File: config.mk
export PLATFORM = sky130hd
export DESIGN_NAME = shell_word_tokenizer
export DESIGN_NICKNAME = d
export VERILOG_FILES = /design/src/rtl/core/swt_pkg.sv /design/src/rtl/core/shell_word_tokenizer.sv /design/src/rtl/core/swt_front.sv /design/src/rtl/core/swt_fifo.sv /design/src/rtl/core/swt_back.sv
export SDC_FILE = /design/constraint.sdc
export NUM_CORES = 1
export LEC_CHECK = 0
export CORE_ASPECT_RATIO = 0.6
export CORE_MARGIN = 2
export CORE_UTILIZATION = 65
export DETAILED_ROUTE_END_ITERATION = 8
export DONT_BUFFER_PORTS = 1
export PLACE_DENSITY = 0.82
export RECOVER_POWER = 50
export SLEW_MARGIN = 20
export SYNTH_ARGS = -nofsm -noshare
export SYNTH_HDL_FRONTEND = slang
export SYNTH_SLANG_ARGS = --single-unit
File: constraint.sdc
create_clock -name clk_i -period 9.9 [get_ports clk_i]
set_clock_uncertainty 0.15 [all_clocks]
set_input_delay 0.99 -clock clk_i [delete_from_list [all_inputs] [get_ports clk_i]]
set_output_delay 0.99 -clock clk_i [all_outputs]
set_load 0.03 [all_outputs]
File: src/rtl/core/swt_pkg.sv
`default_nettype none
// ----------------------------------------------------------------------------
// swt_pkg
// Shared types, character codes and helpers for the shell word tokenizer.
// ----------------------------------------------------------------------------
package swt_pkg;

  // most events one input beat can cause
  localparam int unsigned MaxEvents = 4;
  localparam int unsigned EvIdxW    = $clog2(MaxEvents);
  localparam int unsigned EvCntW    = $clog2(MaxEvents + 1);

  // default depth of the queue between front and back
  localparam int unsigned SwtQueueDepth = 4;

  // character codes
  localparam logic [7:0] ChSquote = 8'h27;
  localparam logic [7:0] ChDquote = 8'h22;
  localparam logic [7:0] ChHash   = 8'h23;
  localparam logic [7:0] ChPipe   = 8'h7c;
  localparam logic [7:0] ChBslash = 8'h5c;
  localparam logic [7:0] ChSpace  = 8'h20;
  localparam logic [7:0] ChTab    = 8'h09;
  localparam logic [7:0] ChCr     = 8'h0d;

  // lexer modes
  typedef enum logic [2:0] {
    LEX_PLAIN   = 3'd0,
    LEX_SQ      = 3'd1,
    LEX_DQ      = 3'd2,
    LEX_DQ_ESC  = 3'd3,
    LEX_BSL     = 3'd4,
    LEX_COMMENT = 3'd5
  } lex_mode_e;

  // result event kinds
  typedef enum logic [2:0] {
    EV_CHAR = 3'd0,
    EV_WEND = 3'd1,
    EV_PIPE = 3'd2,
    EV_OK   = 3'd3,
    EV_ERR  = 3'd4
  } event_kind_e;

  // all events caused by one input beat
  typedef struct packed {
    logic [EvCntW-1:0]                 cnt;
    event_kind_e [MaxEvents-1:0]       kind;
    logic [MaxEvents-1:0][7:0]         chr;
  } evt_rec_t;

  // blank: tab through carriage return, and space
  function automatic logic is_blank(logic [7:0] c);
    return (c == ChSpace) || ((c >= ChTab) && (c <= ChCr));
  endfunction

  // append one event to a record
  function automatic evt_rec_t rec_push(evt_rec_t r, event_kind_e k, logic [7:0] ch);
    evt_rec_t o;
    o = r;
    o.kind[r.cnt[EvIdxW-1:0]] = k;
    o.chr[r.cnt[EvIdxW-1:0]]  = ch;
    o.cnt = r.cnt + EvCntW'(1);
    return o;
  endfunction

endpackage
`default_nettype wire

File: src/rtl/core/shell_word_tokenizer.sv
`default_nettype none
// ----------------------------------------------------------------------------
// shell_word_tokenizer
// Shell-style word splitting lexer with quoting, escapes, comments and pipes.
// ----------------------------------------------------------------------------
// The block takes one input beat per cycle while its queue has room (a byte, a
// valid flag in tuser and the line end in tlast) and emits one event beat per
// cycle while the output is ready: word char, word end, pipe token, line ok or
// unclosed quote error, with tlast on the final event caused by each input
// beat. A beat causes zero to four events; the front end classifies it in its
// accept cycle and the emitter drains one event per cycle from a queue of
// QueueDepth records, so sustained input rate is one beat per cycle while the
// average is at most one event per beat, and the output port sets the rate
// otherwise. The consumer drops a line that ends in an error event.
// ----------------------------------------------------------------------------
module shell_word_tokenizer import swt_pkg::*; #(
  parameter int unsigned QueueDepth = SwtQueueDepth
) (
  input  wire logic       clk_i,
  input  wire logic       rst_ni,
  // input stream
  input  wire logic       s_axis_tvalid,
  output logic            s_axis_tready,
  input  wire logic [7:0] s_axis_tdata,   // [7:0] byte_value
  input  wire logic       s_axis_tuser,   // [0] byte_valid
  input  wire logic       s_axis_tlast,   // end_of_line
  // event stream
  output logic            m_axis_tvalid,
  input  wire logic       m_axis_tready,
  output logic [7:0]      m_axis_tdata,   // [7:0] char_value
  output logic [2:0]      m_axis_tuser,   // [2:0] event_kind
  output logic            m_axis_tlast    // last_of_run
);

  logic        q_push, q_full, q_pop, q_empty;
  evt_rec_t    q_wr_rec, q_rd_rec;
  event_kind_e out_kind;

  // lexer front end
  swt_front u_front (
    .clk_i         (clk_i),
    .rst_ni        (rst_ni),
    .in_valid_i    (s_axis_tvalid),
    .in_ready_o    (s_axis_tready),
    .byte_value_i  (s_axis_tdata),
    .byte_valid_i  (s_axis_tuser),
    .end_of_line_i (s_axis_tlast),
    .q_full_i      (q_full),
    .q_push_o      (q_push),
    .q_rec_o       (q_wr_rec)
  );

  // record queue
  swt_fifo #(
    .Depth (QueueDepth)
  ) u_fifo (
    .clk_i   (clk_i),
    .rst_ni  (rst_ni),
    .push_i  (q_push),
    .data_i  (q_wr_rec),
    .full_o  (q_full),
    .pop_i   (q_pop),
    .data_o  (q_rd_rec),
    .empty_o (q_empty)
  );

  // event emitter
  swt_back u_back (
    .clk_i       (clk_i),
    .rst_ni      (rst_ni),
    .rec_i       (q_rd_rec),
    .empty_i     (q_empty),
    .pop_o       (q_pop),
    .out_valid_o (m_axis_tvalid),
    .out_ready_i (m_axis_tready),
    .kind_o      (out_kind),
    .chr_o       (m_axis_tdata),
    .last_o      (m_axis_tlast)
  );

  assign m_axis_tuser = out_kind;

endmodule
`default_nettype wire

File: src/rtl/core/swt_front.sv
`default_nettype none
// ----------------------------------------------------------------------------
// swt_front
// Lexer front end: holds the lexing mode and the open-word flag, and turns
// each input beat into a record of up to four events.
// ----------------------------------------------------------------------------
module swt_front import swt_pkg::*; (
  input  wire logic       clk_i,
  input  wire logic       rst_ni,
  input  wire logic       in_valid_i,
  output logic            in_ready_o,
  input  wire logic [7:0] byte_value_i,
  input  wire logic       byte_valid_i,
  input  wire logic       end_of_line_i,
  input  wire logic       q_full_i,
  output logic            q_push_o,
  output evt_rec_t        q_rec_o
);

  lex_mode_e mode_q, mode_d, mode_mid;
  logic      word_open_q, word_open_d;
  logic      wo_plain;
  logic      bsl_special;
  logic      accept;
  evt_rec_t  rec;
  logic      wo;
  logic      do_plain;
  logic      err;

  assign in_ready_o = !q_full_i;
  assign accept     = in_valid_i && in_ready_o;

  // byte after a plain backslash that is taken literally
  assign bsl_special = is_blank(byte_value_i) || (byte_value_i == ChSquote) ||
                       (byte_value_i == ChDquote) || (byte_value_i == ChPipe) ||
                       (byte_value_i == ChBslash);

  // a pending plain backslash always opens the word before plain handling
  assign wo_plain = word_open_q || (mode_q == LEX_BSL);

  // next state: mode after the byte, then after the line end
  always_comb begin
    mode_mid = mode_q;
    if (byte_valid_i) begin
      unique case (mode_q)
        LEX_SQ: begin
          if (byte_value_i == ChSquote) mode_mid = LEX_PLAIN;
        end
        LEX_DQ: begin
          if (byte_value_i == ChDquote)      mode_mid = LEX_PLAIN;
          else if (byte_value_i == ChBslash) mode_mid = LEX_DQ_ESC;
        end
        LEX_DQ_ESC: mode_mid = LEX_DQ;
        LEX_COMMENT: mode_mid = LEX_COMMENT;
        default: begin
          if ((mode_q == LEX_BSL) && bsl_special) begin
            mode_mid = LEX_PLAIN;
          end else begin
            priority if (byte_value_i == ChSquote)          mode_mid = LEX_SQ;
            else if (byte_value_i == ChDquote)              mode_mid = LEX_DQ;
            else if (byte_value_i == ChHash && !wo_plain)   mode_mid = LEX_COMMENT;
            else if (byte_value_i == ChBslash)              mode_mid = LEX_BSL;
            else                                            mode_mid = LEX_PLAIN;
          end
        end
      endcase
    end
    mode_d = end_of_line_i ? LEX_PLAIN : mode_mid;
  end

  // outputs: event record and the open-word flag it leaves
  always_comb begin
    rec      = '0;
    wo       = word_open_q;
    do_plain = 1'b0;
    err      = 1'b0;
    if (byte_valid_i) begin
      unique case (mode_q)
        LEX_SQ: begin
          if (byte_value_i != ChSquote) begin
            rec = rec_push(rec, EV_CHAR, byte_value_i);
            wo  = 1'b1;
          end
        end
        LEX_DQ: begin
          if (byte_value_i != ChDquote && byte_value_i != ChBslash) begin
            rec = rec_push(rec, EV_CHAR, byte_value_i);
            wo  = 1'b1;
          end
        end
        LEX_DQ_ESC: begin
          rec = rec_push(rec, EV_CHAR, byte_value_i);
          wo  = 1'b1;
        end
        LEX_BSL: begin
          if (bsl_special) begin
            rec = rec_push(rec, EV_CHAR, byte_value_i);
          end else begin
            rec      = rec_push(rec, EV_CHAR, ChBslash);
            do_plain = 1'b1;
          end
          wo = 1'b1;
        end
        LEX_COMMENT: ;
        default: do_plain = 1'b1;
      endcase
      // plain text handling
      if (do_plain) begin
        priority if (byte_value_i == ChSquote || byte_value_i == ChDquote) begin
        end else if (byte_value_i == ChHash && !wo) begin
        end else if (byte_value_i == ChPipe) begin
          if (wo) rec = rec_push(rec, EV_WEND, 8'h00);
          wo  = 1'b0;
          rec = rec_push(rec, EV_PIPE, 8'h00);
        end else if (is_blank(byte_value_i)) begin
          if (wo) rec = rec_push(rec, EV_WEND, 8'h00);
          wo = 1'b0;
        end else if (byte_value_i == ChBslash) begin
        end else begin
          rec = rec_push(rec, EV_CHAR, byte_value_i);
          wo  = 1'b1;
        end
      end
    end
    // line end
    if (end_of_line_i) begin
      if (mode_mid == LEX_BSL) begin
        rec = rec_push(rec, EV_CHAR, ChBslash);
        wo  = 1'b1;
      end else if (mode_mid == LEX_DQ_ESC) begin
        rec = rec_push(rec, EV_CHAR, ChBslash);
        err = 1'b1;
      end else if (mode_mid == LEX_SQ || mode_mid == LEX_DQ) begin
        err = 1'b1;
      end
      if (err) begin
        rec = rec_push(rec, EV_ERR, 8'h00);
      end else begin
        if (wo) rec = rec_push(rec, EV_WEND, 8'h00);
        rec = rec_push(rec, EV_OK, 8'h00);
      end
      wo = 1'b0;
    end
    word_open_d = wo;
  end

  assign q_rec_o  = rec;
  assign q_push_o = accept && (rec.cnt != '0);

  // lexer state
  always_ff @(posedge clk_i or negedge rst_ni) begin
    if (!rst_ni) begin
      mode_q      <= LEX_PLAIN;
      word_open_q <= 1'b0;
    end else if (accept) begin
      mode_q      <= mode_d;
      word_open_q <= word_open_d;
    end
  end

  a_line_end_clears: assert property (@(posedge clk_i) disable iff (!rst_ni)
    accept && end_of_line_i |=> mode_q == LEX_PLAIN && !word_open_q)
    else $error("state not cleared after line end");

  a_line_end_reports: assert property (@(posedge clk_i) disable iff (!rst_ni)
    accept && end_of_line_i |-> q_push_o &&
      (rec.kind[rec.cnt[EvIdxW-1:0] - EvIdxW'(1)] == EV_OK ||
       rec.kind[rec.cnt[EvIdxW-1:0] - EvIdxW'(1)] == EV_ERR))
    else $error("line end without status event");

endmodule
`default_nettype wire

File: src/rtl/core/swt_fifo.sv
`default_nettype none
// ----------------------------------------------------------------------------
// swt_fifo
// Short queue of event records between the lexer front and the emitter.
// ----------------------------------------------------------------------------
module swt_fifo import swt_pkg::*; #(
  parameter int unsigned Depth = SwtQueueDepth
) (
  input  wire logic     clk_i,
  input  wire logic     rst_ni,
  input  wire logic     push_i,
  input  wire evt_rec_t data_i,
  output logic          full_o,
  input  wire logic     pop_i,
  output evt_rec_t      data_o,
  output logic          empty_o
);

  localparam int unsigned PtrW = (Depth > 1) ? $clog2(Depth) : 1;
  localparam int unsigned CntW = $clog2(Depth + 1);

  evt_rec_t            mem_q [Depth];
  logic [PtrW-1:0]     wr_ptr_q, rd_ptr_q;
  logic [CntW-1:0]     cnt_q;

  assign full_o  = (cnt_q == CntW'(Depth));
  assign empty_o = (cnt_q == '0);
  assign data_o  = mem_q[rd_ptr_q];

  // storage
  always_ff @(posedge clk_i) begin
    if (push_i) mem_q[wr_ptr_q] <= data_i;
  end

  // pointers and fill count
  always_ff @(posedge clk_i or negedge rst_ni) begin
    if (!rst_ni) begin
      wr_ptr_q <= '0;
      rd_ptr_q <= '0;
      cnt_q    <= '0;
    end else begin
      if (push_i) begin
        wr_ptr_q <= (wr_ptr_q == PtrW'(Depth - 1)) ? '0 : wr_ptr_q + PtrW'(1);
      end
      if (pop_i) begin
        rd_ptr_q <= (rd_ptr_q == PtrW'(Depth - 1)) ? '0 : rd_ptr_q + PtrW'(1);
      end
      if (push_i && !pop_i)      cnt_q <= cnt_q + CntW'(1);
      else if (pop_i && !push_i) cnt_q <= cnt_q - CntW'(1);
    end
  end

  a_no_overflow: assert property (@(posedge clk_i) disable iff (!rst_ni)
    !(push_i && full_o))
    else $error("queue push while full");

  a_no_underflow: assert property (@(posedge clk_i) disable iff (!rst_ni)
    !(pop_i && empty_o))
    else $error("queue pop while empty");

endmodule
`default_nettype wire

File: src/rtl/core/swt_back.sv
`default_nettype none
// ----------------------------------------------------------------------------
// swt_back
// Event emitter: walks the head record one event per cycle, while the output
// is ready, into an output register, marking the final event of each record.
// ----------------------------------------------------------------------------
module swt_back import swt_pkg::*; (
  input  wire logic     clk_i,
  input  wire logic     rst_ni,
  input  wire evt_rec_t rec_i,
  input  wire logic     empty_i,
  output logic          pop_o,
  output logic          out_valid_o,
  input  wire logic     out_ready_i,
  output event_kind_e   kind_o,
  output logic [7:0]    chr_o,
  output logic          last_o
);

  logic              valid_q;
  logic [EvIdxW-1:0] idx_q;
  event_kind_e       kind_q;
  logic [7:0]        chr_q;
  logic              last_q;
  logic              load;
  logic              take;
  logic              is_last;

  assign load    = !valid_q || out_ready_i;
  assign take    = load && !empty_i;
  assign is_last = ({1'b0, idx_q} + EvCntW'(1)) == rec_i.cnt;
  assign pop_o   = take && is_last;

  // control
  always_ff @(posedge clk_i or negedge rst_ni) begin
    if (!rst_ni) begin
      valid_q <= 1'b0;
      idx_q   <= '0;
    end else begin
      if (load) valid_q <= !empty_i;
      if (take) idx_q <= is_last ? '0 : idx_q + EvIdxW'(1);
    end
  end

  // output beat payload
  always_ff @(posedge clk_i) begin
    if (take) begin
      kind_q <= rec_i.kind[idx_q];
      chr_q  <= rec_i.chr[idx_q];
      last_q <= is_last;
    end
  end

  assign out_valid_o = valid_q;
  assign kind_o      = kind_q;
  assign chr_o       = chr_q;
  assign last_o      = last_q;

  a_idx_in_record: assert property (@(posedge clk_i) disable iff (!rst_ni)
    !empty_i |-> ({1'b0, idx_q} < rec_i.cnt))
    else $error("event index beyond head record");

endmodule
`default_nettype wire

After elaboration in Yosys (flattened, before gate mapping)
Memories as Yosys holds them, arrays and structs flattened.
Index checks and enable logic that the tools add are counted.
{ "word_totals": {"ff_bits": 26, "ramBits": 188, "out_inout_bits": 14, "elab_cells": 214, "mem_count": 1} }
{ "op_classes": {"addsub": 11, "n_lt_le_gt_ge": 13, "n_eq_ne": 22, "muxes": 90, "n_bitwise": 30, "reduce_logical": 37} }
{ "mem_list": {"columns": ["name", "depth", "width", "read_ports", "rd_clocked_by_memory_dff", "write_ports", "line", "rtl"], "rows": [
  ["u_fifo.mem_q", 4, 47, 1, 0, 1, "swt_fifo.sv:22", "evt_rec_t mem_q [Depth];"]
]} }
{ "op_table": {"columns": ["cell", "n"], "rows": [
  ["47-bit two-way mux", 22],
  ["47-bit case mux with 4 select lines", 1],
  ["32-bit AND", 4],
  ["32-bit NOT", 4],
  ["45-bit two-way mux", 2],
  ["8-bit demux with 2-bit select", 5],
  ["8-bit two-way mux", 7],
  ["3-bit two-way mux", 18],
  ["8-bit AND", 4],
  ["32-bit bitwise mux", 1],
  ["8-bit by 6-bit equality test with 1-bit output (second input constant)", 4],
  ["8-bit NOT", 4],
  ["3-bit demux with 2-bit select", 5],
  ["12-bit AND", 2],
  ["12-bit NOT", 2],
  ["1-bit two-way mux", 21],
  ["3-bit by 1-bit adder with 3-bit output (second input constant)", 6],
  ["2-bit by 3-bit < comparator with 1-bit output (second input constant)", 6],
  ["16-bit AND", 1],
  ["8-bit binary-select mux with 2-bit select", 1],
  ["8-bit by 7-bit equality test with 1-bit output (second input constant)", 2],
  ["1-bit logical AND", 16],
  ["8-bit by 6-bit != test with 1-bit output (second input constant)", 2],
  ["16-bit NOT", 1],
  ["other kinds (29)", 62]
]} }

Logic depth before layout (Yosys ltp)
Gate-level depths: netlist (run 1).
{ "logic_depth": {"ltp_word": 65, "depth_mapped": 27, "mapped_depth_nobuf": 26} }

By module
From an unflattened synthesis (run 1), not the netlist that was laid out.
{ "unflattened": {"hier_cells": 596, "area_unflattened_um2": 10052.1} }
{ "modules_own_cells": {"columns": ["module", "instances", "cells_per_inst", "area_per_inst_um2"], "rows": [
  ["swt_fifo", 1, 283, 7220.7],
  ["swt_front", 1, 270, 1986.9],
  ["swt_back", 1, 43, 844.6]
]} }

Worst setup path before layout (run 1)
Ideal clock, no wire load.
{ "synth_timing": {"path_type": "input port to flip-flop", "start": "input s_axis_tdata[0]", "end": "memory u_fifo.mem_q[0][0] (netlist name) (enable)", "setup_time_ns": 0.393, "t_arrival_ns": 6.067, "t_required_ns": 9.357, "slack_ns": 3.290, "cell_stages": 22, "path_cell_list": "buf_2 nor4b_2 nand2_1 a211o_1 inv_2 nand2b_2 ha_1 nor3b_1 a311o_1 a2bb2oi_4 ha_1 o21ai_0 o21ai_0 ha_1 clkbuf_1 or2_2 a211oi_1 a2111oi_0 nor3b_1 mux2i_4 o2bb2ai_4 and2_1"} }
{ "synth_via": {"elab_chain_cells": 33} }
{ "synth_lines": {"columns": ["element", "line", "rtl"], "rows": [
  ["start, declared", "shell_word_tokenizer.sv:24", "input wire logic [7:0] s_axis_tdata,"],
  ["8-bit by 6-bit != test with 1-bit output or 8-bit by 7-bit != test with 1-bit output (tied branches)", "swt_front.sv:86", "if (byte_value_i != ChDquote && byte_value_i != ChBslash) begin"],
  ["1-bit logical AND", "swt_front.sv:86", null],
  ["45-bit two-way mux", "swt_front.sv:86", null],
  ["47-bit case mux with 4 select lines", "swt_front.sv:78", "unique case (mode_q)"],
  ["47-bit two-way mux", "swt_front.sv:77", "if (byte_valid_i) begin"],
  ["3-bit by 1-bit adder with 3-bit output", "swt_pkg.sv:63", "o.cnt = r.cnt + EvCntW'(1);"],
  ["47-bit two-way mux", "swt_front.sv:112, swt_front.sv:116", null],
  ["47-bit two-way mux", "swt_front.sv:111", "end else if (byte_value_i == ChPipe) begin"],
  ["(+18 left out)", null, null],
  ["3-bit by 1-bit adder with 3-bit output", "swt_pkg.sv:63", null],
  ["47-bit two-way mux", "swt_front.sv:136", "if (err) begin"],
  ["47-bit two-way mux *", "swt_front.sv:126", "if (end_of_line_i) begin"],
  ["3-bit nonzero test *", "swt_front.sv:148", "assign q_push_o = accept && (rec.cnt != '0);"],
  ["1-bit logical AND *", "swt_front.sv:148", null],
  ["via q_push", "shell_word_tokenizer.sv:35", "logic q_push, q_full, q_pop, q_empty;"],
  ["1-bit two-way mux *", "swt_fifo.sv:32", "if (push_i) mem_q[wr_ptr_q] <= data_i;"],
  ["1-bit two-way mux (implied by the code) *", "swt_fifo.sv:32", null],
  ["end, declared", "swt_fifo.sv:22", null]
]} }
The timed path passes the listed nets; every way through them passes the cells marked *. The select of a mux whose other input is x is not followed.

Final worst setup path (run 1)
{ "layout_timing": {"start": "input s_axis_tdata[4]", "end": "register u_fifo.cnt_q[2]"} }
{ "layout_via": {"elab_chain_cells": 34} }
{ "layout_lines": {"columns": ["element", "line", "rtl"], "rows": [
  ["8-bit by 6-bit != test with 1-bit output or 8-bit by 7-bit != test with 1-bit output (tied branches)", "swt_front.sv:86", null],
  ["1-bit logical AND", "swt_front.sv:86", null],
  ["45-bit two-way mux", "swt_front.sv:86", null],
  ["47-bit case mux with 4 select lines", "swt_front.sv:78", null],
  ["47-bit two-way mux", "swt_front.sv:77", null],
  ["3-bit by 1-bit adder with 3-bit output", "swt_pkg.sv:63", null],
  ["47-bit two-way mux", "swt_front.sv:112, swt_front.sv:116", null],
  ["47-bit two-way mux", "swt_front.sv:111", null],
  ["(+19 left out)", null, null],
  ["47-bit two-way mux", "swt_front.sv:136", null],
  ["47-bit two-way mux *", "swt_front.sv:126", null],
  ["3-bit nonzero test *", "swt_front.sv:148", null],
  ["1-bit logical AND *", "swt_front.sv:148", null],
  ["via q_push", "shell_word_tokenizer.sv:35", null],
  ["1-bit zero test", "swt_fifo.sv:49", "else if (pop_i && !push_i) cnt_q <= cnt_q - CntW'(1);"],
  ["1-bit logical AND", "swt_fifo.sv:49", null],
  ["2-bit nonzero test (no line)", null, null],
  ["end signal, assigned", "swt_fifo.sv:48", "if (push_i && !pop_i) cnt_q <= cnt_q + CntW'(1);"],
  ["end signal, assigned", "swt_fifo.sv:49", null],
  ["end, declared", "swt_fifo.sv:24", "logic [CntW-1:0] cnt_q;"]
]} }
Marked as above.
A chain may end at the register's enable or synchronous reset.

==> results.md, run 1 <==
* Status: complete, but fails checks
* Failing checks: capacitance limit, slew limit
* Nets at 573
* Slew Limit Fails at 28
* Ys Warns at 0
* Buffers added on ports at 0
* Clock Path Buffers at 2
* Synth unique cells at just under 80
* Most common cell after layout, fill and taps aside: edfxtp_1
* Via count at 4,844
* Die area at 0.0131 sq mm
* Worst hold path class: primary input to async pin
* Antenna violations before repair at 0
* Total track usage at 28.4%
* Seq/Total Area, Yosys at 59.2%
* Post-DP HPWL at 11.6 mm
* Post-route DRC at 0
* Worst Tran Pin Value at 1.98 ns
* CP Max Fanout at 10
* Post-CTS Resized at 0
* Number of H-tree levels at 4
* Max-Cap Viols at 2
* First DRT Iteration DRCs at 504
* Post-synth net total at between 500 and 600
* CTS tree: built
* Clock buffer count from CTS at 17
* Ys flop type: edfxtp_1
* LEAKAGE at 2.99 nW
* RSZ-0062 raised after global routing: false
* PwrDens at 270 mW/mm^2
* Final ANT Viol Nets at 0
* DP Area at 0.00804 sq mm
* CTS Sinks at 158
* Area delta synth->final at 9.20%
* Avg Synthesized Cell Area at 14.7 sq um
* Relative slew slack at -32.2%
* Crit-path max cell delay at around 1.2 ns
* Most frequent CP cell: ha_1
* Drt wl/cell at between 20 and 25 um
* CP Data Required Time at 10.12 ns
* Slowest-stage cell, CP: nor4b_1
* Global-route wire length before repair at about 27 mm
* Synthesized netlist cell count at 536
* Worst r2r src: u_front.mode_q[1]$_DFFE_PN0P_
* Final wirelength at 17.7 mm
* FF+latch count, synth at 158
* Core region area at 0.0119 sq mm
* Post-synth EDFFs at 144
* Ys async rst share at 8.86%
* Initial core utilization at about 66%
* Area of the mapped netlist at 0.00789 sq mm
* Root buffer cell: clkbuf_16
* CP endpoint kind: flip-flop
* I/O pins at 28
* Critical path launch point type: primary input
* CP Data Arrival Time at 7.90 ns
* Largest net degree at the start of global routing at 34
* Vias per Instance at 6.77
* Hold buffer count at cts at 0
* Die height at 89.3 um
* Tmin final at 7.68 ns
* Commonest cells after routing, fill and taps aside: 144 x edfxtp_1, 36 x mux4_2, 34 x nand2_1
* Drt pass-1 iters at 7
* GP Congestion at 0.915
* Worst setup path start: s_axis_tdata[4]
* Die Span X at 146 um
* Post-CTS Setup Bufs at 0
* Fin Setup TNS at 0 ns
* Placed Instances at roughly 680
* Share of post-route cells with drive strength above 1 at 17.3%
* Final Non-Filler Cells at 715
* Worst-path clk slew at roughly 0.070 ns
* Final period utilization at 77.6%
* Number of setup violations in the final report at 0
* Cell Rows at 31
* Fin area at 0.00862 sq mm
* Vias in the first global route at 4,659
* Critical Setup Path Class: primary input to flip-flop
* Max Clock Freq at 130 MHz
* Final Power at 0.00232 W
* Total grt overflow at 0
* Clock latency on the worst-skew pair at 0.44 ns
* N_diodes at 0
* Final hold vios at 0
* Worst vdd ir at 0.202 mV
[state kept, by name (all words and copies together), names as in the netlist]
signal,count
u_fifo.mem_q,132
u_front.word_open_q,1
u_back.chr_o,8
u_back.idx_q,2
u_front.mode_q,3
u_fifo.cnt_q,3
u_back.last_o,1
u_fifo.wr_ptr_q,2
u_back.kind_o,3
u_back.out_valid_o,1
u_fifo.rd_ptr_q,2
[power breakdown]
group	switching, W	internal, W
Combinational	0.000300	0.000277
Clock	0.000319	0.000344
Sequential	0.000165	0.000918
[Yosys cell counts, types with 3 or more instances]
cell type / n / area, sq um
edfxtp_1: 144 / 4320
mux4_2: 36 / 811
nand2_1: 34 / 128
nor2_1: 26 / 97.6
ha_1: 21 / 263
a21oi_1: 20 / 100
and2_1: 19 / 119
o21ai_0: 16 / 80.1
inv_1: 15 / 56.3
dfrtp_1: 14 / 350
clkbuf_1: 13 / 48.8
nor3_1: 13 / 65.1
nand3_1: 12 / 60.1
mux2i_1: 11 / 110
a21o_1: 7 / 52.6
nor2b_1: 7 / 43.8
a22o_1: 6 / 52.6
and3_1: 6 / 37.5
buf_1: 6 / 22.5
and4_1: 5 / 43.8
xnor2_1: 5 / 43.8
a211o_1: 4 / 35.0
a31oi_1: 4 / 25.0
buf_2: 4 / 20.0
nor3b_1: 4 / 30.0
xor2_1: 4 / 35.0
a211oi_1: 3 / 22.5
mux2_2: 3 / 33.8
nand2b_1: 3 / 18.8
o21a_1: 3 / 22.5
o21ai_1: 3 / 15.0
[final timing paths]
| kind | cells past startpoint | slack (ns) | to |
|---|---|---|---|
| worst max-delay path | 25 | 2.22 | u_fifo.cnt_q[2]$_DFFE_PN0P_ |
| max in group asynchronous | 0 | 9.43 | u_back.idx_q[0]$_DFFE_PN0P_ |
| worst min register to register | 1 | 0.34 | u_fifo.cnt_q[2]$_DFFE_PN0P_ |
| worst max register to register | 25 | 3.44 | u_fifo.cnt_q[2]$_DFFE_PN0P_ |
| worst min-delay path | 0 | 0.09 | u_fifo.cnt_q[2]$_DFFE_PN0P_ |
| min in group clk_i | 1 | 0.34 | u_fifo.cnt_q[2]$_DFFE_PN0P_ |
[through the flow]
step	worst slack (ns)	hold slack (ns)	util [%]
after global routing	1.68	0.0738	72.1
final	2.22	0.0876	72.1
after global placement	3.08	0.337	67.3
after CTS	3.28	0.0858	72.5
after detailed placement	2.85	0.339	67.3
after floorplan	3.29	0.314	-
[layout make-up]
cell class / count / area (sq um)
clock inverter: 15 / 188
multi-input combinational: 337 / 3020
inverter: 17 / 63.8
timing repair buffer: 6 / 37.5
tap: 165 / 206
clock buffer: 17 / 425
fill: 759 / 3330
sequential: 158 / 4670
[logic make-up (layout without fill, tap and decap cells)]
kind of cell / count (synthesis) / after routing / synth area share (%)
XOR/XNOR: 10 / 10 / 1.21
adder cells (fa/ha/maj): 22 / 22 / 3.58
flip-flops: 158 / 158 / 59.2
AO/OA/AOI/OAI: 101 / 101 / 10.2
multiplexers: 54 / 54 / 13.1
buffers and inverters: 41 / 55 / 2.06
AND/OR/NAND/NOR: 150 / 150 / 10.6
[critical path, delay by kind of cell]
kind / cells / cell delay (ns)
adder cells (fa/ha/maj): 5 / 1.67
AND/OR/NAND/NOR: 6 / 1.93
XOR/XNOR: 2 / 0.31
AO/OA/AOI/OAI: 9 / 2.53
multiplexers: 1 / 0.22
buffers and inverters: 2 / 0.25
[layer usage]
layer,routed length [um],global-route usage (%),vias to the layer above
li1,-,-,2127
met1,7500,39.4,2425
met2,8370,45.2,259
met3,1560,8.27,33
met4,253,7.94,0
met5,0,0,-
Note: power is estimated with default switching activity, not from simulation.
==> run 2, diff against run 1 <==
--- a/config.mk
+++ b/config.mk
@@ -5,12 +5,13 @@
 export SDC_FILE = /design/constraint.sdc
 export NUM_CORES = 1
 export LEC_CHECK = 0
+export ABC_AREA = 1
 export CORE_ASPECT_RATIO = 0.6
 export CORE_MARGIN = 2
-export CORE_UTILIZATION = 65
+export CORE_UTILIZATION = 64
 export DETAILED_ROUTE_END_ITERATION = 8
 export DONT_BUFFER_PORTS = 1
-export PLACE_DENSITY = 0.82
+export PLACE_DENSITY = 0.81
 export RECOVER_POWER = 50
 export SLEW_MARGIN = 20
 export SYNTH_ARGS = -nofsm -noshare
==> constraint.sdc (replaced) <==
create_clock -name clk_i -period 7.8 [get_ports clk_i]
set_clock_uncertainty 0.15 [all_clocks]
set_input_delay 0.78 -clock clk_i [delete_from_list [all_inputs] [get_ports clk_i]]
set_output_delay 0.78 -clock clk_i [all_outputs]
set_load 0.03 [all_outputs]
==> run 2 against run 1 <==
  * The run still ends with capacitance limit, slew limit left
  * Via count up 23%
  * Non-clock buffer count rose by 4
  * Global-route usage rose by 2.6 points
  * Area after synthesis down 0.24%
  * Sequential share of layout area up 0.48 points
  * Synthesized cell count up 43%
  * Highest routed layer unchanged
  * Worst hold slack gained 0.20 ns
  * Total power rose by 45%
  * Combinational power is 120% higher
  * Flip-flop and latch count did not move
  * Clock power rose by 17%
  * Count of clock-buffer cells in the layout is 1 higher
==> results.md, run 2 <==
* Number of setup violations in the final report at 0 (unchanged)
* Root buffer cell: clkbuf_16 (unchanged)
* Die height at 89.9 um (was 89.3 um)
* Post-synth EDFFs at 144 (unchanged)
* Vias per Instance at 6.29 (was 6.77)
* Area of the mapped netlist at 0.00787 sq mm (was 0.00789 sq mm)
* Via count at 5,972 (was 4,844)
* Status: complete, but fails checks (unchanged)
* CTS tree: built (unchanged)
* Fin Setup TNS at 0 ns (unchanged)
* Ys flop type: edfxtp_1 (unchanged)
* Failing checks: capacitance limit, slew limit (unchanged)
* Ys async rst share at 8.86% (unchanged)
* Share of post-route cells with drive strength above 1 at 11.2% (was 17.3%)
* Slowest-stage cell, CP: nor2_1 (was nor4b_1)
* RSZ-0062 raised after global routing: false (unchanged)
* GP Congestion at 0.930 (was 0.915)
* Synthesized netlist cell count at 769 (was 536)
* Total grt overflow at 0 (unchanged)
* Core region area at 0.0120 sq mm (was 0.0119 sq mm)
* CP endpoint kind: flip-flop (unchanged)
* Switching Fraction at 41.4% (was 33.7%)
* Seq/Total Area, Yosys at 59.4% (was 59.2%)
* CP Max Fanout at 10 (unchanged)
* Worst Tran Pin Value at 2.94 ns (was 1.98 ns)
* Die area at 0.0132 sq mm (was 0.0131 sq mm)
* Post-DP HPWL at 13.1 mm (was 11.6 mm)
* Final worst slack at 1.38 ns (was 2.22 ns)
* Drt wl/cell at 20.6 um (was 24.7 um)
* Synth top area share at 54.9% (was 54.8%)
* Slew Limit Fails at 70 (was 28)
* Area leader, netlist: edfxtp_1 (unchanged)
* CP Data Required Time at 7.96 ns (was 10.12 ns)
* Commonest cells after routing, fill and taps aside: 144 x edfxtp_1, 113 x nand2_1, 112 x nor2_1 (was 144 x edfxtp_1, 36 x mux4_2, 34 x nand2_1)
* Internal at 0.00198 W (was 0.00154 W)
* Psw at 0.00140 W (was 0.000784 W)
* Most common cell after layout, fill and taps aside: edfxtp_1 (unchanged)
* Max Clock Freq at 156 MHz
* Final ANT Viol Nets at 0 (unchanged)
* Number of H-tree levels at 4 (unchanged)
* First DRT Iteration DRCs at 801 (was 504)
* Nets at 807 (was 573)
* Post-synth top cells: 144 x edfxtp_1, 114 x nor2_1, 107 x nand2_1, 88 x o21ai_0, 58 x inv_1 (was 144 x edfxtp_1, 36 x mux4_2, 34 x nand2_1, 26 x nor2_1, 21 x ha_1)
* Placed Instances at 916 (was 683)
* Synth unique cells at 44 (was 77)
* Relative slew slack at -96.1% (was -32.2%)
* Clock Path Buffers at 2 (unchanged)
* XOR/XNOR Fraction of Synth Area at 0.779% (was 1.21%)
* Total track usage at 31.0% (was 28.4%)
* Post-Synth Simple-Gate Area at 19.0% (was 10.6%)
* Die Span X at 147 um (was 146 um)
* Max-Cap Viols at 1 (was 2)
* Clk pwr share at 23.0% (was 28.6%)
* Clock buffer count from CTS at 17 (unchanged)
* Buffers added on ports at 0 (unchanged)
* Largest Register: u_fifo.mem_q (unchanged)
* CP Data Arrival Time at 6.58 ns (was 7.90 ns)
* Top cells by area, synth: edfxtp_1 55%, o21ai_0 5.6%, nor2_1 5.4% (was edfxtp_1 55%, mux4_2 10%, dfrtp_1 4.4%)
* Crit-path max cell delay at 0.58 ns (was 1.21 ns)
* Worst hold path class: primary input to flip-flop (was primary input to async pin)
* Drt pass-1 iters at 5 (was 7)
* Critical Setup Path Class: primary input to flip-flop (unchanged)
* Worst vdd ir at 0.183 mV (was 0.202 mV)
* Most frequent CP cell: nand2_1 (was ha_1)
* Register Area at 0.00468 sq mm (was 0.00467 sq mm)
* FF+latch count, synth at 158 (unchanged)
* Global-route wire length before repair at 31.0 mm (was 26.9 mm)
* Max reg flops at 132 (unchanged)
* Ys Warns at 0 (unchanged)
* Clock latency on the worst-skew pair at 0.43 ns (was 0.44 ns)
* Compound-Gate Fraction of Synth Area at 12.6% (was 10.2%)
* Worst-path clk slew at 0.07 ns (about the same)
* Synth Area in Adders at 3.59% (was 3.58%)
* Reg power frac at 40.1% (was 46.6%)
* Final wirelength at 19.6 mm (was 17.7 mm)
* Area occupied by multi-input gates at 0.00277 sq mm (was 0.00302 sq mm)
* CTS Sinks at 158 (unchanged)
* Tmin final at ~6.4 ns
* Final Non-Filler Cells at 950 (was 715)
* Final hold vios at 0 (unchanged)
* Vias in the first global route at 5,701 (was 4,659)
* Filler Cells Inserted at 871 (was 759)
* Comb pwr share at 36.9% (was 24.8%)
* Multiplexer share of the synthesized area at 0% (was 13.1%)
* Area delta synth->final at 8.54% (was 9.20%)
* Hold_ws at 0.292 ns (was 0.0876 ns)
* LEAKAGE at 3.30 nW (was 2.99 nW)
* Post-route DRC at 0 (unchanged)
* Cell Rows at 31 (unchanged)
* PwrDens at 395 mW/mm^2 (was 270 mW/mm^2)
* Main combinational cell family by area after synthesis: simple AND/OR/NAND/NOR gates (was multiplexers)
* Initial core utilization at 65.5% (was 66.0%)
* Antenna violations before repair at 1 (was 0)
* Largest net degree at the start of global routing at 70 (was 34)
* Count leader, synth: edfxtp_1 (unchanged)
* I/O pins at 28 (unchanged)
* Post-synth net total at 805 (was 572)
* Worst slack, placed at 1.73 ns (was 2.85 ns)
* Final period utilization at 82.3%
* Avg Synthesized Cell Area at 10.2 sq um (was 14.7 sq um)
* Critical path launch point type: primary input (unchanged)
==> run 2: final timing paths <==
| kind | startpoint | end | slack (ns) | cells after the start |
|---|---|---|---|---|
| worst max-delay path | s_axis_tdata[0] | u_fifo.cnt_q[2]$_DFFE_PN0P_ | 1.38 | 35 |
| worst min-delay path | m_axis_tready | u_back.out_valid_o$_DFFE_PN0N_ | 0.29 | 1 |
| worst max register to register | u_front.mode_q[1]$_DFFE_PN0P_ | u_fifo.cnt_q[2]$_DFFE_PN0P_ | 1.55 | 35 |
| worst min register to register | u_fifo.cnt_q[0]$_DFFE_PN0P_ | u_fifo.cnt_q[0]$_DFFE_PN0P_ | 0.38 | 1 |
| max in group asynchronous | rst_ni | u_fifo.rd_ptr_q[0]$_DFFE_PN0P_ | 6.17 | 1 |
| min in group asynchronous | rst_ni | u_front.word_open_q$_DFFE_PN0P_ | 0.75 | 1 |
==> run 2: critical path, delay by kind of cell <==
kind	cells	cell delay, ns
fa+ha+maj	6	1.70
compound gates	6	1.02
simple gates	16	2.33
buf+inv	6	0.57
xor+xnor	1	0.14
==> run 2: logic make-up after synthesis <==
logic type / count (synthesis)
AO/OA/AOI/OAI: 165
flip-flops: 158
buffers and inverters: 97
AND/OR/NAND/NOR: 320
XOR/XNOR: 7
adder cells (fa/ha/maj): 22
==> run 2: what timing repair did <==
| action | 4_1_cts | 5_1_grt |
|---|---|---|
| gates resized for setup | 0 | 0 |
| buffers inserted | 0 | 0 |
| hold buffers | 1 | 0 |
| endpoints found under the hold margin | 14 | 0 |
==> run 2: cell type report <==
type / count / area share [%]
tap: 165 / 2.42
antenna: 1 / 0.0293
timing repair buffer: 10 / 0.864
sequential: 158 / 54.7
inverter: 70 / 3.08
clock buffer: 18 / 5.02
multi-input combinational: 514 / 32.4
clock inverter: 14 / 1.44
==> run 2: per-layer routing <==
layer	global-route usage, %	up-vias	share of wire [%]
li1	-	2709	-
met1	46.4	2882	44
met2	45.2	354	45
met3	7.66	27	10
met4	9.46	0	1.4
met5	0	-	0
==> run 2: power groups by stage <==
stage	clock [W]	combinational, W	sequential [W]
final	0.000776	0.00125	0.00135
after global routing	0.000820	0.00137	0.00137
after CTS	0.000779	0.00123	0.00135
after detailed placement	0	0.00121	0.00137
after global placement	0	0.00116	0.00136
after floorplan	0	0.000877	0.00135
==> run 2: stage by stage <==
step | util, % | cell area (sq um) | power (W)
2_1_floorplan | - | 7870 | 0.00223
3_3_place_gp | 67.0 | 8050 | 0.00252
3_5_place_dp | 67.0 | 8050 | 0.00258
4_1_cts | 71.6 | 8610 | 0.00336
5_1_grt | 71.1 | 8540 | 0.00356
6_report | 71.1 | 8540 | 0.00338
==> run 3, diff against run 2 <==
==> constraint.sdc (replaced) <==
create_clock -name clk_i -period 6.2 [get_ports clk_i]
set_clock_uncertainty 0.15 [all_clocks]
set_input_delay 0.62 -clock clk_i [delete_from_list [all_inputs] [get_ports clk_i]]
set_output_delay 0.62 -clock clk_i [all_outputs]
set_load 0.03 [all_outputs]
==> run 3 against run 2 <==
  * The run still ends with capacitance limit, slew limit left
  * Critical path depth is 1 lower
  * First-iteration DRC count increased by 4.5%
  * Wire length is 0.26% higher
  * Die area did not move
  * Via count is 0.32% lower
  * Cell count is 0.11% lower
==> results.md, run 3 (synthesis gave the netlist of run 2 again) <==
* Drt wl/cell at 20.7 um (was 20.6 um)
* Switching Fraction at 41.3% (was 41.4%)
* Post-CTS Setup Bufs at 0 (unchanged)
* Final worst slack at 0.523 ns (was 1.38 ns)
* Critical path's top delay family: simple AND/OR/NAND/NOR gates (unchanged)
* Drt pass-1 iters at 5 (unchanged)
* Critical path launch point type: flip-flop (was primary input)
* Comb pwr share at 37.0% (was 36.9%)
* Share of post-route cells with drive strength above 1 at 12.5% (was 11.2%)
* Max Clock Freq at 176 MHz
* FF-to-FF End: u_fifo.cnt_q[2]$_DFFE_PN0P_ (unchanged)
* Final hold vios at 0 (unchanged)
* Util after Layout at 71.7% (was 71.1%)
* Die Span X at 147 um (unchanged)
* Crit-path max cell delay at 0.49 ns (was 0.58 ns)
* Antenna violations before repair at 0 (was 1)
* Global-route wire length before repair at 30.8 mm (was 31.0 mm)
* Number of H-tree levels at 4 (unchanged)
* First DRT Iteration DRCs at 837 (was 801)
* Post-DP HPWL at 13.0 mm (was 13.1 mm)
* Total grt overflow at 0 (unchanged)
* Max-Cap Viols at 1 (unchanged)
* CTS Sinks at 158 (unchanged)
* Worst vdd ir at 0.250 mV (was 0.183 mV)
* N_diodes at 0 (was 1)
* Tmin final at between 5 and 6 ns
* Worst setup path start: u_front.mode_q[1]$_DFFE_PN0P_ (was s_axis_tdata[0])
* Clock buffer count from CTS at 17 (unchanged)
* CP Data Arrival Time at 5.83 ns (was 6.58 ns)
* Failing checks: capacitance limit, slew limit (unchanged)
* Final period utilization at 91.6%
* Slew Limit Fails at 68 (was 70)
* Root buffer cell: clkbuf_16 (unchanged)
* Setup crit end: u_fifo.cnt_q[2]$_DFFE_PN0P_ (unchanged)
* Critical Setup Path Class: flip-flop to flip-flop (was primary input to flip-flop)
* Final ANT Viol Nets at 0 (unchanged)
* Worst hold path class: primary input to flip-flop (unchanged)
* Clock Path Buffers at 2 (unchanged)
* Internal at 0.00251 W (was 0.00198 W)
* WP buf/inv at 8 (was 6)
* Reg power frac at 40.3% (was 40.1%)
* Register Area at 0.00468 sq mm (unchanged)
* CP Data Required Time at 6.36 ns (was 7.96 ns)
* Worst slack, placed at 0.268 ns (was 1.73 ns)
* LEAKAGE at 3.31 nW (was 3.30 nW)
* Worst Tran Pin Value at 2.75 ns (was 2.94 ns)
* Initial core utilization at 65.5% (unchanged)
* Area occupied by multi-input gates at 0.00283 sq mm (was 0.00277 sq mm)
* Vias per Instance at 6.27 (was 6.29)
* CP Max Fanout at 10 (unchanged)
* Max reg flops at 132 (unchanged)
* I/O pins at 28 (unchanged)
* Final wirelength at 19.6 mm (about the same)
* Status: complete, but fails checks (unchanged)
* Slowest-stage cell, CP: dfrtp_1 (was nor2_1)
* Total track usage at 30.8% (was 31.0%)
* Clock latency on the worst-skew pair at 0.43 ns (about the same)
* Number of setup violations in the final report at 0 (unchanged)
* Worst r2r src: u_front.mode_q[1]$_DFFE_PN0P_ (unchanged)
* R2R depth at 34 (was 35)
* GP Congestion at 0.963 (was 0.930)
* Post-route DRC at 0 (unchanged)
* PwrDens at 495 mW/mm^2 (was 395 mW/mm^2)
* CP endpoint kind: flip-flop (unchanged)
* Psw at 0.00176 W (was 0.00140 W)
* CTS tree: built (unchanged)
* Buffers added on ports at 0 (unchanged)
* Cell Rows at 31 (unchanged)
* Most common cell after layout, fill and taps aside: edfxtp_1 (unchanged)
* Largest Register: u_fifo.mem_q (unchanged)
* Clk pwr share at 22.7% (was 23.0%)
* Core region area at 0.0120 sq mm (unchanged)
* Nets at 807 (unchanged)
* Relative slew slack at -83.6% (was -96.1%)
* Worst-path clk slew at 0.07 ns (about the same)
* Final Power at 0.00427 W (was 0.00338 W)
* RSZ-0062 raised after global routing: false (unchanged)
* Area delta synth->final at 9.54% (was 8.54%)
* Hold path cells at 1 (unchanged)
* Filler Cells Inserted at 821 (was 871)
* Largest net degree at the start of global routing at 69 (was 70)
* Commonest cells after routing, fill and taps aside: 144 x edfxtp_1, 111 x nor2_1, 108 x nand2_1 (was 144 x edfxtp_1, 113 x nand2_1, 112 x nor2_1)
* Fin Setup TNS at 0 ns (unchanged)
* Die area at 0.0132 sq mm (unchanged)
* Die height at 89.9 um (unchanged)
* Vias in the first global route at 5,762 (was 5,701)
* R2R Setup Slk at 0.52 ns (was 1.55 ns)
* WP depth at 34 (was 35)
* Most frequent CP cell: inv_1 (was nand2_1)
* Via count at 5,953 (was 5,972)
[run 3: cell type report]
class,instances,share of cell area (%)
clock buffer,18,5.09
clock inverter,14,1.28
inverter,70,3.05
multi-input combinational,514,32.8
sequential,158,54.2
tap,165,2.39
timing repair buffer,10,1.15
[run 3: how the worst min path moves through the flow]
stage                  start                         endpoint  slack (ns)
2_1_floorplan         rst_ni      u_back.idx_q[0]$_DFFE_PN0P_        0.17
3_3_place_gp          rst_ni  u_front.word_open_q$_DFFE_PN0P_        0.18
3_5_place_dp          rst_ni  u_front.word_open_q$_DFFE_PN0P_        0.17
4_1_cts        m_axis_tready   u_back.out_valid_o$_DFFE_PN0N_        0.13
5_1_grt        m_axis_tready   u_back.out_valid_o$_DFFE_PN0N_        0.13
6_report       m_axis_tready   u_back.out_valid_o$_DFFE_PN0N_        0.14
[run 3: what timing repair did]
action	in CTS	in global routing
hold buffers	1	0
endpoints found under the setup margin	0	1
hold endpoints to repair	14	0
gates resized for setup	0	2
[run 3: stage by stage]
stage          instance area, sq um  std cells  hold WS [ns]
5_1_grt                        8620        949         0.131
4_1_cts                        8640        949         0.130
3_3_place_gp                   8080        916         0.175
2_1_floorplan                  7870        769         0.174
6_report                       8620        949         0.136
3_5_place_dp                   8080        916         0.175
[run 3: power groups by stage]
stage                     logic [W]  registers, W  clock network [W]
after CTS                   0.00156       0.00172           0.000968
after global placement      0.00146       0.00173                  0
after detailed placement    0.00153       0.00174                  0
after global routing        0.00175       0.00174            0.00102
final                       0.00158       0.00172           0.000968
after floorplan             0.00110       0.00170                  0
[run 3: layer usage]
| layer | global-route usage [%] | share of wire [%] |
|---|---|---|
| met1 | 45.0 | 43 |
| met3 | 7.41 | 10 |
| met2 | 45.5 | 45 |
| met4 | 11.1 | 1.9 |
| met5 | 0 | 0 |
